==> src/sv/soke_pkg.sv <==
// ----------------------------------------------------------------------------
// soke_pkg: shared types and constants for the spiral-order lookup block
// Field widths, register indexes, input kinds and the walker status struct.
// ----------------------------------------------------------------------------
package soke_pkg;

    localparam int MAX_DIM_DEF    = 64;
    localparam int DATA_WIDTH_DEF = 32;

    localparam int ROW_W   = 6;
    localparam int COL_W   = 6;
    localparam int VALUE_W = 32;
    localparam int POS_W   = 13;
    localparam int ELEM_W  = 32;
    localparam int CFG_W   = 7;

    // configuration register indexes
    localparam logic CFG_NUM_ROWS = 1'b0;
    localparam logic CFG_NUM_COLS = 1'b1;

    // input item kinds (tuser)
    localparam logic FUNC_WRITE = 1'b0;
    localparam logic FUNC_QUERY = 1'b1;

    typedef struct packed {
        logic done;
        logic oor;
    } t_walk_stat;

endpackage

==> src/sv/soke_walker.sv <==
// ----------------------------------------------------------------------------
// soke_walker: spiral position to matrix address
// Range-checks k, then peels one ring perimeter per cycle through a shared
// compare/subtract unit, then resolves the side of the ring into an address.
// ----------------------------------------------------------------------------
module soke_walker #(
    parameter int MAX_DIM = soke_pkg::MAX_DIM_DEF,
    parameter int DW      = $clog2(MAX_DIM + 1),
    parameter int IDXW    = (MAX_DIM > 1) ? $clog2(MAX_DIM) : 1
) (
    input  logic                     i_clk,
    input  logic                     i_rst_n,
    input  logic                     i_start,
    input  logic [soke_pkg::POS_W-1:0] i_k,
    input  logic [DW-1:0]            i_rows,
    input  logic [DW-1:0]            i_cols,
    output soke_pkg::t_walk_stat     o_stat,
    output logic [2*IDXW-1:0]        o_addr
);

    localparam int PW  = $clog2(4 * MAX_DIM);
    localparam int CW  = (PW > soke_pkg::POS_W) ? PW : soke_pkg::POS_W;
    localparam int MW0 = 2 * DW;
    localparam int MW  = (MW0 > soke_pkg::POS_W) ? MW0 : soke_pkg::POS_W;

    typedef enum logic [3:0] {
        W_IDLE   = 4'b0001,
        W_CHECK  = 4'b0010,
        W_RING   = 4'b0100,
        W_LOCATE = 4'b1000
    } t_wstate;

    t_wstate                r_state, n_state;
    logic [CW-1:0]          r_p, n_p;
    logic [DW-1:0]          r_t, n_t;
    logic [DW-1:0]          r_h, n_h;
    logic [DW-1:0]          r_w, n_w;
    logic [2*IDXW-1:0]      r_addr, n_addr;
    soke_pkg::t_walk_stat   r_stat, n_stat;

    logic [MW0-1:0] area;
    logic           oor;
    logic [CW-1:0]  h_e, w_e, t_e, perim;
    logic [CW-1:0]  row_c, col_c;

    assign area  = MW0'(i_rows) * MW0'(i_cols);
    assign oor   = (r_p == '0) || (MW'(r_p) > MW'(area));

    assign h_e   = CW'(r_h);
    assign w_e   = CW'(r_w);
    assign t_e   = CW'(r_t);

    // ring perimeter, collapsed rings counted once per cell
    always_comb begin
        priority if (r_h == DW'(1)) begin
            perim = w_e;
        end else if (r_w == DW'(1)) begin
            perim = h_e;
        end else begin
            perim = ((h_e + w_e) << 1) - CW'(4);
        end
    end

    // side of the ring: top, right, bottom, left
    always_comb begin
        priority if (r_p < w_e) begin
            row_c = t_e;
            col_c = t_e + r_p;
        end else if (r_p < w_e + h_e - CW'(1)) begin
            row_c = t_e + CW'(1) + (r_p - w_e);
            col_c = t_e + w_e - CW'(1);
        end else if (r_p < (w_e << 1) + h_e - CW'(2)) begin
            row_c = t_e + h_e - CW'(1);
            col_c = t_e + (w_e << 1) + h_e - CW'(3) - r_p;
        end else begin
            row_c = t_e + (h_e << 1) + (w_e << 1) - CW'(4) - r_p;
            col_c = t_e;
        end
    end

    always_comb begin
        n_state = r_state;
        n_p     = r_p;
        n_t     = r_t;
        n_h     = r_h;
        n_w     = r_w;
        n_addr  = r_addr;
        n_stat  = '0;
        unique case (r_state)
            W_IDLE: begin
                if (i_start) begin
                    n_p     = CW'(i_k);
                    n_state = W_CHECK;
                end
            end
            W_CHECK: begin
                if (oor) begin
                    n_stat.done = 1'b1;
                    n_stat.oor  = 1'b1;
                    n_state     = W_IDLE;
                end else begin
                    n_p     = r_p - CW'(1);
                    n_t     = '0;
                    n_h     = i_rows;
                    n_w     = i_cols;
                    n_state = W_RING;
                end
            end
            W_RING: begin
                if (r_p < perim) begin
                    n_state = W_LOCATE;
                end else begin
                    n_p = r_p - perim;
                    n_t = r_t + DW'(1);
                    n_h = r_h - DW'(2);
                    n_w = r_w - DW'(2);
                end
            end
            W_LOCATE: begin
                n_addr      = {IDXW'(row_c), IDXW'(col_c)};
                n_stat.done = 1'b1;
                n_state     = W_IDLE;
            end
            default: n_state = W_IDLE;
        endcase
    end

    always_ff @(posedge i_clk) begin
        if (!i_rst_n) begin
            r_state <= W_IDLE;
            r_stat  <= '0;
        end else begin
            r_state <= n_state;
            r_stat  <= n_stat;
        end
    end

    always_ff @(posedge i_clk) begin
        r_p    <= n_p;
        r_t    <= n_t;
        r_h    <= n_h;
        r_w    <= n_w;
        r_addr <= n_addr;
    end

    assign o_stat = r_stat;
    assign o_addr = r_addr;

endmodule

==> config.mk <==
export PLATFORM = sky130hd
export DESIGN_NAME = soke_walker
export DESIGN_NICKNAME = d
export VERILOG_FILES = /design/src/sv/soke_pkg.sv /design/src/sv/soke_walker.sv
export SDC_FILE = /design/constraint.sdc
export NUM_CORES = 1
export LEC_CHECK = 0
export BUFFER_PORTS_ARGS = -buffer_cell sky130_fd_sc_hd__buf_2
export CAP_MARGIN = 5
export CORE_MARGIN = 1
export CORE_UTILIZATION = 40
export CTS_CLUSTER_SIZE = 8
export DETAILED_ROUTE_END_ITERATION = 16
export MAX_ROUTING_LAYER = met4
export SYNTH_ARGS = -nofsm -noshare
export SYNTH_HDL_FRONTEND = slang
export SYNTH_SLANG_ARGS = --single-unit
==> constraint.sdc <==
create_clock -name i_clk -period 8.6 [get_ports i_clk]
set_input_delay 2.58 -clock i_clk [delete_from_list [all_inputs] [get_ports i_clk]]
set_output_delay 2.58 -clock i_clk [all_outputs]
set_load 0.01 [all_outputs]
==> flow_summary.yaml <==
outcome:
  status: "finished, final reports clean"
power_and_ir_drop:
  p_sw_uw: 600
  power_density_over_the_cells_nw_per_um2: 151
  ir_drop_uv: 71.8
  share_comb_of_total_power_pct: 61.5
  sw_frac_of_total_pct: 43.3
  p_clk_share_pct: 14.6
  total_power_uw: 1390
  cell_internal_pwr_uw: 785
  power_frac_seq_pct: 23.9
  cellLeakagePower_uw: 0.00419
hold_path:
  hold-path-endpoint: "r_state[0]"
  worstHoldPathCells: 1
  min-delay-start: "r_state[3]"
  hold_path_class: "reg2reg"
die:
  start_util_pct: 41.4
  num_rows: 52
  die_width_um: 148
  overall_die_height_um: 148
  design.portCount: 44
  die_footprint_um2: 21800
  coreArea_um2: 20500
final_layout:
  post_route_cells_drive_above_1_share_pct: 7.52
  final.fill_count: 2107
  post_layout_instance_count_excluding_filler_cells: 1255
  final_nets: 1223
  flow.area_growth_from_synthesis_pct: 8.08
  utilization_pct: 44.7
  fin_area_um2: 9160
worst_setup_path:
  rr_startpoint: "r_w[0]"
  worst_setup_path_start_kind: "input pin"
  cp_max_fo: 13
  kind_of_cell_with_the_highest_combined_delay_on_the_critical_path: "adder cells"
  r2r_cells: 16
  cp.buffers_inverters: 6
  timing.critical_path.required_ns: 8.61
  critical-path-max-stage-delay_ns: 0.54
  crit_slowest_cell: "sky130_fd_sc_hd__fa_1"
  cell_chain_of_the_critical_path: "buf_2 > and2_1 > fa_1 > inv_1 > fa_1 > inv_1 > fa_1 > inv_1 > fa_1 > inv_1 > ha_1 > o211ai_1 > o21ai_0 > a21o_1 > a21oi_1 > xor2_1 > ha_1 > nand4_1 > nor4_1 > a31oi_1 > o21ai_0 > a21oi_1 > nor4_2 > buf_4"
  worstSetupEndpointType: "flip-flop"
  worst_r2r_endpoint: "o_addr[6]"
  critPathKind: "in2reg"
  worst-r2r-setup-slack_ns: 3.72
  arrival_ns: 8.07
yosys:
  netlist_instances: 942
  yosys.area.top_type_share_pct: 23.2
  netlist_area_um2: 8480
  ys_types: 62
  most_frequently_used_cell_type_in_the_post_synthesis_netlist: "sky130_fd_sc_hd__ha_1"
  yosysTopAreaCell: "sky130_fd_sc_hd__ha_1"
  synthesis.yosys.warnings: 0
  synth_common_cells: "sky130_fd_sc_hd__ha_1, sky130_fd_sc_hd__inv_1, sky130_fd_sc_hd__a21oi_1"
  edff_count_synth: 45
  async_flop_share_pct: 0
  synth-seq-area-share_pct: 17.4
  yosys_most_used_dff: "sky130_fd_sc_hd__edfxtp_1"
  synth_top_cells_by_area: "sky130_fd_sc_hd__ha_1, sky130_fd_sc_hd__edfxtp_1, sky130_fd_sc_hd__fa_1"
  synth_seq_cells: 51
  synth_nets: 1182
  syn_area_per_cell_um2: 9.00
timing:
  timing.final.setup_violations: 0
  finalWorstPathRequiredPeriod_ns: 8.07
  max_freq_mhz: 124
  final.period_utilization_pct: 93.8
  finClkSkew_ns: 0.00847
  timing.final.hold_violations: 0
  final_max_slew_viol_count: 0
  setup-tns-final_ns: 0
  max_slew_margin_pct: 35.2
  worst-slew-pin-transition_ns: 0.968
  rsz0062_at_grt: "false"
placed_design:
  detailed_place.area_um2: 9020
  dp_cells: 1246
  final_wtd_congestion: 0.931
  hpwlAfterDp_um: 17500
  io_buffers: 43
global_route:
  gr-total-overflow: 0
  largest_net_degree_at_the_start_of_global_routing: 48
  grt_pass1_wl_um: 34900
  track_usage_pct: 21.3
  grt_antenna_before_repair: 1
  via_count_of_the_first_global_routing_pass: 6628
cts:
  root_buffer: "sky130_fd_sc_hd__clkbuf_16"
  worst_setup_hold_path_clk_slew_ns: 0.07
  cts_hold_buffers: 0
  worst_skew_pair.late_latency_ns: 0.30
  htree_num_levels: 2
  post_cts_resized: 0
  cts_sinks: 51
  postCtsSetupBuffers: 0
  tritoncts.num_buffers: 5
  tritoncts: "done"
  maximum_clock_path_buffer_count: 2
routing:
  drc: 0
  initialDrtViolationCount: 304
  route.vias.total: 6838
  routed_wl_um: 21900
  antenna_left: 0
  vias_per_cell: 5.45
  drtPass1Iterations: 5
  avgRoutedWirePerCell_um: 17.5
job:
  maxCapViolations: 0
cell type report:
type	instances	area [um^2]	area share, %
Clock inverter	2	12.5	0.137
Timing Repair Buffer	52	283	3.09
Tap cell	270	338	3.69
Antenna cell	1	2.50	0.0273
Multi-Input combinational cell	751	6470	70.6
Inverter	122	458	5.00
Sequential cell	51	1470	16.1
Clock buffer	6	129	1.41
registers in the layout, indices dropped and copies added, names as in the netlist:
name and cells:
r_p 13, o_addr 12, r_h 7, r_w 7
r_t 6, r_state 4, o_stat 2
metrics by stage:
stage	hold WS (ns)	worst slack (ns)
after global routing	0.663	0.146
after detailed placement	0.604	0.235
final	0.608	0.531
after global placement	0.602	0.372
after CTS	0.615	0.542
after floorplan	0.541	0.307
cells in the final DEF (no fill, tap or decap), types with 9 or more instances in the layout:
cell	count
sky130_fd_sc_hd__nand2b_1	11
sky130_fd_sc_hd__edfxtp_1	45
sky130_fd_sc_hd__a211oi_1	10
sky130_fd_sc_hd__and2_1	45
sky130_fd_sc_hd__fa_1	53
sky130_fd_sc_hd__o221ai_1	9
sky130_fd_sc_hd__buf_4	9
sky130_fd_sc_hd__o21ai_0	39
sky130_fd_sc_hd__nand2_1	56
sky130_fd_sc_hd__xor2_1	29
sky130_fd_sc_hd__ha_1	157
sky130_fd_sc_hd__a21o_1	23
sky130_fd_sc_hd__o21bai_1	9
sky130_fd_sc_hd__nor3_1	22
sky130_fd_sc_hd__xnor2_1	61
sky130_fd_sc_hd__inv_1	122
sky130_fd_sc_hd__buf_2	43
sky130_fd_sc_hd__nand3_1	15
sky130_fd_sc_hd__a21oi_1	68
sky130_fd_sc_hd__or3_1	9
sky130_fd_sc_hd__nor2_1	40
sky130_fd_sc_hd__o211ai_1	9
cell families after synthesis:
kind of cell | count (synthesis) | share of synthesized area [%]
muxes | 3 | 0.369
adders and majority gates | 210 | 35.7
xor gates and xnor gates | 90 | 9.30
DFF | 51 | 17.4
AOI/OAI and AO/OA | 211 | 16.2
and+or+nand+nor | 237 | 14.6
buffers and inverters | 140 | 6.50
layer usage:
layer / share of wire (%) / GRT usage (%) / vias to the layer above
met5: 0 / - / -
met4: 1.5 / 4.18 / 0
met3: 4.2 / 2.47 / 18
met2: 46 / 34.6 / 144
met1: 48 / 28.5 / 3291
li1: - / - / 3385
worst register-to-register path: stages, from the launching register on:
cell and delay [ns]:
sky130_fd_sc_hd__edfxtp_1 0.55, sky130_fd_sc_hd__ha_1 0.30, sky130_fd_sc_hd__fa_1 0.43, sky130_fd_sc_hd__xor2_1 0.25
sky130_fd_sc_hd__inv_1 0.10, sky130_fd_sc_hd__ha_1 0.21, sky130_fd_sc_hd__nand2b_1 0.11, sky130_fd_sc_hd__or2_2 0.32
sky130_fd_sc_hd__nor4b_1 0.32, sky130_fd_sc_hd__xor2_1 0.20, sky130_fd_sc_hd__ha_1 0.27, sky130_fd_sc_hd__a21o_1 0.16
sky130_fd_sc_hd__a2111oi_0 0.48, sky130_fd_sc_hd__o211ai_1 0.13, sky130_fd_sc_hd__buf_4 0.22, sky130_fd_sc_hd__and2_4 0.25
sky130_fd_sc_hd__a221o_1 0.32
power groups by stage:
stage | logic, uW | registers (uW) | clock network (uW)
after floorplan | 666 | 321 | 0
after global placement | 843 | 336 | 0
after detailed placement | 845 | 336 | 0
after CTS | 854 | 330 | 207
after global routing | 972 | 332 | 215
final | 852 | 331 | 203
worst max path at each step:
stage / endpoint / cells after the start / slack [ns] / startpoint
6_report: r_p[7] / 24 / 0.53 / i_cols[3]
4_1_cts: r_p[1] / 24 / 0.54 / i_cols[3]
3_5_place_dp: r_p[7] / 24 / 0.23 / i_cols[3]
5_1_grt: r_p[1] / 24 / 0.15 / i_cols[3]
2_1_floorplan: r_p[0] / 22 / 0.31 / i_cols[3]
3_3_place_gp: r_p[9] / 24 / 0.37 / i_cols[3]
(Power assumes the default switching activity.)
